==> config.mk <==
export PLATFORM = sky130hd
export DESIGN_NAME = hbs_blend
export DESIGN_NICKNAME = d
export VERILOG_FILES = /design/src/design/heightmap_bilinear_sampler_assert.svh /design/src/design/hbs_pkg.sv /design/src/design/hbs_blend.sv
export SDC_FILE = /design/constraint.sdc
export NUM_CORES = 2
export LEC_CHECK = 0
export ABC_AREA = 1
export BUFFER_PORTS_ARGS = -buffer_cell sky130_fd_sc_hd__buf_2
export CORE_ASPECT_RATIO = 0.9
export CORE_MARGIN = 4
export CORE_UTILIZATION = 45
export DETAILED_ROUTE_END_ITERATION = 12
export GPL_TIMING_DRIVEN = 1
export SLEW_MARGIN = 20
export SYNTH_ARGS = -nofsm -noshare
export SYNTH_HDL_FRONTEND = slang
export SYNTH_SLANG_ARGS = --single-unit
==> constraint.sdc <==
create_clock -name clk -period 15.3 [get_ports clk]
set_input_delay 1.53 -clock clk [delete_from_list [all_inputs] [get_ports clk]]
set_output_delay 1.53 -clock clk [all_outputs]
set_load 0.01 [all_outputs]
==> src/design/heightmap_bilinear_sampler_assert.svh <==
// Assertion macros for the heightmap sampler. They expand to nothing in synthesis.
`ifndef HEIGHTMAP_BILINEAR_SAMPLER_ASSERT_SVH
`define HEIGHTMAP_BILINEAR_SAMPLER_ASSERT_SVH
`ifndef SYNTHESIS
`define HBS_ASSERT_SAME(label, ante, cons) \
	label: assert property (@(posedge clk) disable iff (!arst_n) (ante) |-> (cons)) \
		else $error("heightmap sampler check failed");
`define HBS_ASSERT_NEXT(label, ante, cons) \
	label: assert property (@(posedge clk) disable iff (!arst_n) (ante) |=> (cons)) \
		else $error("heightmap sampler check failed");
`else
`define HBS_ASSERT_SAME(label, ante, cons)
`define HBS_ASSERT_NEXT(label, ante, cons)
`endif
`endif

==> src/design/hbs_pkg.sv <==
package hbs_pkg;

	localparam int GRID_WIDTH = 256;
	localparam int GRID_DEPTH = 256;
	localparam int FRAC_BITS  = 8;

	localparam int X_BITS    = $clog2(GRID_WIDTH);
	localparam int Z_BITS    = $clog2(GRID_DEPTH);
	localparam int BANK_AW   = X_BITS - 1 + Z_BITS;

	localparam int CELL_W    = 8;
	localparam int SAMPLE_W  = 8;
	localparam int POS_W     = 17;
	localparam int IPART_W   = POS_W - 1 - FRAC_BITS;
	localparam int ONE_W     = FRAC_BITS + 1;
	localparam int SCALE_W   = 16;
	localparam int OFFSET_W  = 16;
	localparam int HEIGHT_W  = 16;

	localparam int LERP_W    = SAMPLE_W + FRAC_BITS;
	localparam int BLEND_W   = SAMPLE_W + 2 * FRAC_BITS;
	localparam int PROD_W    = BLEND_W + SCALE_W;
	localparam int RND_SHIFT = 2 * FRAC_BITS + 8;
	localparam int HSUM_W    = PROD_W + 1 - RND_SHIFT;

	localparam int IN_BITS    = 3 * CELL_W + 2 * POS_W;
	localparam int IN_TDATA_W = ((IN_BITS + 7) / 8) * 8;
	localparam int CFG_IDX_W  = 1;

	localparam logic [SCALE_W-1:0]  SCALE_RESET  = 16'd6554;
	localparam logic [OFFSET_W-1:0] OFFSET_RESET = 16'hE000;

	typedef enum logic [CFG_IDX_W-1:0] {
		REG_HEIGHT_SCALE  = 1'b0,
		REG_HEIGHT_OFFSET = 1'b1
	} cfg_reg_t;

	typedef enum logic {
		REQ_LOAD  = 1'b0,
		REQ_QUERY = 1'b1
	} req_t;

	// The four grid samples around a query point and its fractional position.
	typedef struct packed {
		logic [SAMPLE_W-1:0]  s00;
		logic [SAMPLE_W-1:0]  s01;
		logic [SAMPLE_W-1:0]  s10;
		logic [SAMPLE_W-1:0]  s11;
		logic [FRAC_BITS-1:0] fx;
		logic [FRAC_BITS-1:0] fz;
	} corners_t;

endpackage

==> src/design/hbs_blend.sv <==
module hbs_blend import hbs_pkg::*; (
	input  logic                clk,
	input  logic                arst_n,
	input  logic                in_valid,
	input  corners_t            corners,
	input  logic [SCALE_W-1:0]  scale,
	output logic                out_valid,
	output logic [HSUM_W-1:0]   out_sum
);

	localparam logic [ONE_W-1:0]  ONE     = ONE_W'(1) << FRAC_BITS;
	localparam logic [PROD_W:0]   RND_ADD = (PROD_W + 1)'(1) << (RND_SHIFT - 1);

	logic [ONE_W-1:0]     gx;
	logic [ONE_W-1:0]     gz_s1;
	logic [FRAC_BITS-1:0] fz_s1;
	logic [LERP_W-1:0]    a0_s1;
	logic [LERP_W-1:0]    a1_s1;
	logic [BLEND_W-1:0]   b_s2;
	logic [PROD_W-1:0]    prod_s3;
	logic                 v_s1;
	logic                 v_s2;
	logic                 v_s3;
	logic [PROD_W:0]      rounded;

	assign gx = ONE - ONE_W'(corners.fx);

	always_ff @(posedge clk or negedge arst_n) begin
		if (!arst_n) begin
			v_s1 <= 1'b0;
			v_s2 <= 1'b0;
			v_s3 <= 1'b0;
		end else begin
			v_s1 <= in_valid;
			v_s2 <= v_s1;
			v_s3 <= v_s2;
		end
	end

	// First lerp along X, then along Z, then apply the gain.
	always_ff @(posedge clk) begin
		a0_s1   <= LERP_W'(corners.s00) * LERP_W'(gx) + LERP_W'(corners.s10) * LERP_W'(corners.fx);
		a1_s1   <= LERP_W'(corners.s01) * LERP_W'(gx) + LERP_W'(corners.s11) * LERP_W'(corners.fx);
		gz_s1   <= ONE - ONE_W'(corners.fz);
		fz_s1   <= corners.fz;
		b_s2    <= BLEND_W'(a0_s1) * BLEND_W'(gz_s1) + BLEND_W'(a1_s1) * BLEND_W'(fz_s1);
		prod_s3 <= PROD_W'(b_s2) * PROD_W'(scale);
	end

	assign rounded   = {1'b0, prod_s3} + RND_ADD;
	assign out_sum   = rounded[PROD_W:RND_SHIFT];
	assign out_valid = v_s3;

endmodule

==> Yosys cells after proc, flatten, opt, wreduce, memory -nomap -nowiden <==
Index checks and enable logic that the tools add are counted.
{ "totals": {"regBits": 116, "wordCells": 22, "input_bits": 67} }
{ "classes": {"n_mul": 7, "addsub": 6} }
{ "ops": {"columns": ["operator", "n"], "rows": [
  ["adder 40 x 24 -> 41 bit, second input constant", 1],
  ["multiplier 24 x 16 -> 40 bit", 1],
  ["adder 16 bit", 2],
  ["multiplier 8 x 8 -> 16 bit", 2],
  ["multiplier 8 x 9 -> 16 bit", 2],
  ["adder 24 bit", 1],
  ["multiplier 16 x 8 -> 24 bit", 1],
  ["multiplier 16 x 9 -> 24 bit", 1],
  ["subtractor 9 x 8 -> 9 bit, first input constant", 2]
]} }

==> Logic depth before layout (Yosys ltp) <==
{ "logic_depth": {"word_depth": 3, "depth_mapped": 33} }

==> Worst setup path after synthesis <==
Ideal clock, no wire load.
{ "synth_timing": {"path_type": "input-to-reg", "startpoint": "in corners[8] (netlist bit)", "endpoint": "reg a0_s1[13]", "setup_ps": 127, "cell_stages": 30, "slack_ps": 7931, "t_required_ps": 15173, "arrival_ps": 7242, "cell_sequence": "clkbuf_1 clkbuf_1 inv_1 ha_1 nand2_2 nor2_2 nand2_2 nor2_4 nand2_4 nand2_1 inv_1 buf_2 nand2_1 fa_1 inv_1 fa_1 inv_1 fa_1 fa_1 fa_1 fa_1 inv_1 ha_1 nand2_1 inv_1 a21oi_1 nand2_1 a21oi_1 o21ai_0 xor2_1"} }
{ "synth_between": {"elab_chain_len": 3, "word_cells_on_any_way": 4, "classes_between": "2 x add/sub; 2 x mul"} }
{ "synth_lines": {"columns": ["item", "line", "text"], "rows": [
  ["from (decl)", "hbs_blend.sv:5", "input corners_t corners,"],
  ["subtractor 9 x 8 -> 9 bit", "hbs_blend.sv:26", "assign gx = ONE - ONE_W'(corners.fx);"],
  ["multiplier 8 x 9 -> 16 bit", "hbs_blend.sv:42", "a0_s1 <= LERP_W'(corners.s00) * LERP_W'(gx) + LERP_W'(corners.s10) * LERP_W'(corners.fx);"],
  ["adder 16 bit *", "hbs_blend.sv:42", null],
  ["to (signal assigned)", "hbs_blend.sv:42", null],
  ["to (decl)", "hbs_blend.sv:17", "logic [LERP_W-1:0] a0_s1;"]
]} }
Mark *: on every way between the ends. The rest lies on a longest branch, timed or not.

==> Final worst setup path <==
{ "layout_timing": {"startpoint": "in corners[8] (netlist bit)", "endpoint": "reg a1_s1[13]"} }
{ "layout_between": {"elab_chain_len": 3, "word_cells_on_any_way": 4, "classes_between": "2 x add/sub; 2 x mul"} }
{ "layout_lines": {"columns": ["item", "line", "text"], "rows": [
  ["subtractor 9 x 8 -> 9 bit", "hbs_blend.sv:26", null],
  ["multiplier 8 x 9 -> 16 bit", "hbs_blend.sv:43", "a1_s1 <= LERP_W'(corners.s01) * LERP_W'(gx) + LERP_W'(corners.s11) * LERP_W'(corners.fx);"],
  ["adder 16 bit *", "hbs_blend.sv:43", null],
  ["to (signal assigned)", "hbs_blend.sv:43", null],
  ["to (decl)", "hbs_blend.sv:18", "logic [LERP_W-1:0] a1_s1;"]
]} }
Marks and branches as above.

==> flow_summary.yaml <==
yosys:
  synth_xor_area_share_pct: 2.38
  yosysTopAreaCell: "fa_1"
  synthSimpleGateAreaFrac_pct: 16.1
  synth_edf_count: 0
  synth_compound_area_share_pct: 2.95
  synth_area_um2: 33500
  netlist.area_leader.share_pct: 43.5
  yosysUniqueCellTypes: 44
  synthAdderAreaFrac_pct: 55.2
  synth_top_family_by_area: "adder cells"
  avgSynthCellArea_um2: 7.68
  synth_area_leaders: "fa_1 43%, inv_1 16%, nand2_1 13%"
  synth_nets: 5473
  synth_cells: 4364
  ys_seq_elements: 92
  synth_ff_type: "dfxtp_1"
  synth-seq-area-share_pct: 5.54
  yosys_warnings: 0
  postSynth.asyncResetShare_pct: 3.26
  synth_mux_area_share_pct: 0
worst_setup_path:
  cp-end-kind: "register"
  critPathBufInv: 7
  worst_setup_path_start_kind: "primary input"
  slowest_stage: "buf_2"
  worst-path-max-fanout: 34
  r2r_slack_ns: 9.32
  path_delay_family: "adder cells"
  worst_ep_required_time_ns: 15.57
  worst_ep_arrival_time_ns: 7.92
  worst-setup-path-type: "in2reg"
  slowest_delay_ns: 0.56
routing:
  firstDrtPassIters: 5
  drt_iter0_drc: 1532
  dr_total_vias: 25100
  viasPerCell: 4.80
  wirelength_mm: 79.8
  ant_nets: 0
  drc_errors: 0
  wl_per_cell_um: 15.2
clock_network:
  ctsResizeCount: 0
  cts_made_buffers: 9
  clk_latency_ns: 0.38
  clkTransAtPathRegs_ns: 0.08
  clockRootBuffer: "clkbuf_16"
  cts_tree: "built"
  cts_sinks: 92
  postCtsHoldBufs: 0
  clock_path_buffers: 2
  postCtsSetupRepairBufs: 0
  htree_levels: 3
sta:
  fmax_mhz: 131
  slew_viol_final: 0
  slew_headroom_pct: 38.2
  setup_violations: 0
  tightest_slew_ns: 0.926
  fin_crit_ns: 7.65
  tns_ns: 0
  hold_violations: 0
  skew_ns: 0.00966
  layout_worst_path_cycle_share_pct: 50.0
  rsz0062_at_grt: "false"
die:
  dieArea_um2: 78900
  die_y_um: 267
  io_pins: 85
  fp.coreArea_um2: 73500
  start_util_pct: 45.6
  std_cell_rows: 94
  die_x_um: 296
final_layout:
  area_delta_synth_final_pct: 3.63
  multi_input_area_um2: 25700
  final_common_cell: "inv_1"
  layout.nets: 5381
  drive_above_1_share_pct: 3.13
  final_cell_mix: "1394 x inv_1, 1127 x nand2_1, 728 x fa_1, 314 x ha_1, 136 x nor2_1"
  register_area_um2: 1860
  n_fill_cell: 7404
global_routing:
  overflow: 0
  grt_pass1_wl_mm: 136
  grt_usage_pct: 21.6
  grt_max_degree: 35
  grt_pass1_vias: 26700
  antenna_found_initial: 3
placement:
  gp_congestion: 0.923
  portBuffers: 84
  hpwl_mm: 68.1
job:
  cap_viol_max_count: 0
run_status:
  status: "complete, no violations"
hold_path:
  hold_path_class: "reg2reg"
final cells by class:
cell class              count  area share (%)
well taps                 960            3.46
multi-input cells        2683            73.9
diodes                      1         0.00720
repair buffers             86            1.25
flip-flops and latches     92            5.34
inverters                1400            15.1
clock buffers               9           0.648
clock inverters             7           0.223
routing by layer:
layer  routed length [um]  part of all wire (%)  vias up  global-route usage [%]
li1                     -                     -    12000                       -
met3                 4160                   5.2       74                    2.30
met4                 1170                   1.5        2                    4.18
met5                   20                 0.025        -                       0
met1                36100                    45    12400                    30.2
met2                38400                    48      647                    36.8
worst register-to-register path, cell delays in order, from the launching register on:
cell and delay [ns]:
dfxtp_1 0.87, nand2_1 0.19, fa_1 0.57, inv_1 0.06, fa_1 0.52, inv_1 0.05, fa_1 0.49, inv_1 0.05
fa_1 0.47, fa_1 0.53, inv_1 0.05, fa_1 0.48, inv_1 0.05, ha_1 0.32, a21oi_1 0.23, o21ai_0 0.24
a21oi_1 0.27, nor2_1 0.06, nor2_1 0.09, o21ai_0 0.10, xor2_1 0.16
Yosys cell counts (all sizes together), types with 2 or more instances:
library cell  count
xor2             57
nand2          1135
o221ai            2
and3              2
a211oi            3
o21ai            44
a31oi            10
nor3             15
nor4              2
buf              12
nand4            17
or2               3
a21oi            86
dfxtp            89
nor2            147
clkbuf          177
inv            1400
o21bai           14
fa              728
nand3            54
dfrtp             3
xnor2            34
ha              314
a21o             11
through the flow:
step                      utilization [%]  std cells  hold WS (ns)  setup WS, ns  area, um2
final                                47.3       5238         0.354          7.65      34700
after global routing                 47.3       5238         0.370          7.13      34700
after CTS                            47.3       5237         0.357          7.62      34700
after detailed placement             46.8       5221         0.338          7.20      34400
after global placement               46.8       5221         0.335          7.32      34400
after floorplan                         -       4364         0.331          7.93      33500
worst paths after layout:
kind                                  from     endpoint  cells past startpoint
max in group asynchronous           arst_n         v_s1                      1
worst min-delay path                  v_s1         v_s2                      0
worst max-delay path            corners[8]    a1_s1[13]                     28
worst max register to register    b_s2[13]  prod_s3[24]                     20
min in group asynchronous           arst_n         v_s2                      1
worst min register to register        v_s1         v_s2                      0
flip-flops by register name, summed over array words and instances (netlist names):
| name | count |
|---|---|
| a0_s1 | 16 |
| a1_s1 | 16 |
| b_s2 | 24 |
| fz_s1 | 8 |
| gz_s1 | 8 |
| out_valid | 1 |
| prod_s3 | 17 |
| v_s1 | 1 |
| v_s2 | 1 |
cell families (layout without fill, tap and decap cells):
group                      after synthesis  count (layout)
AOI/OAI and AO/OA                      175             175
xor gates and xnor gates                91              91
adders and majority gates             1042            1042
buffers and inverters                 1589            1502
DFF                                     92              92
other                                    0               1
and+or+nand+nor                       1375            1375
Power is left out: the tool's default activity adds up to more than one toggle a clock period on the data nets, which glitch-free logic cannot reach.
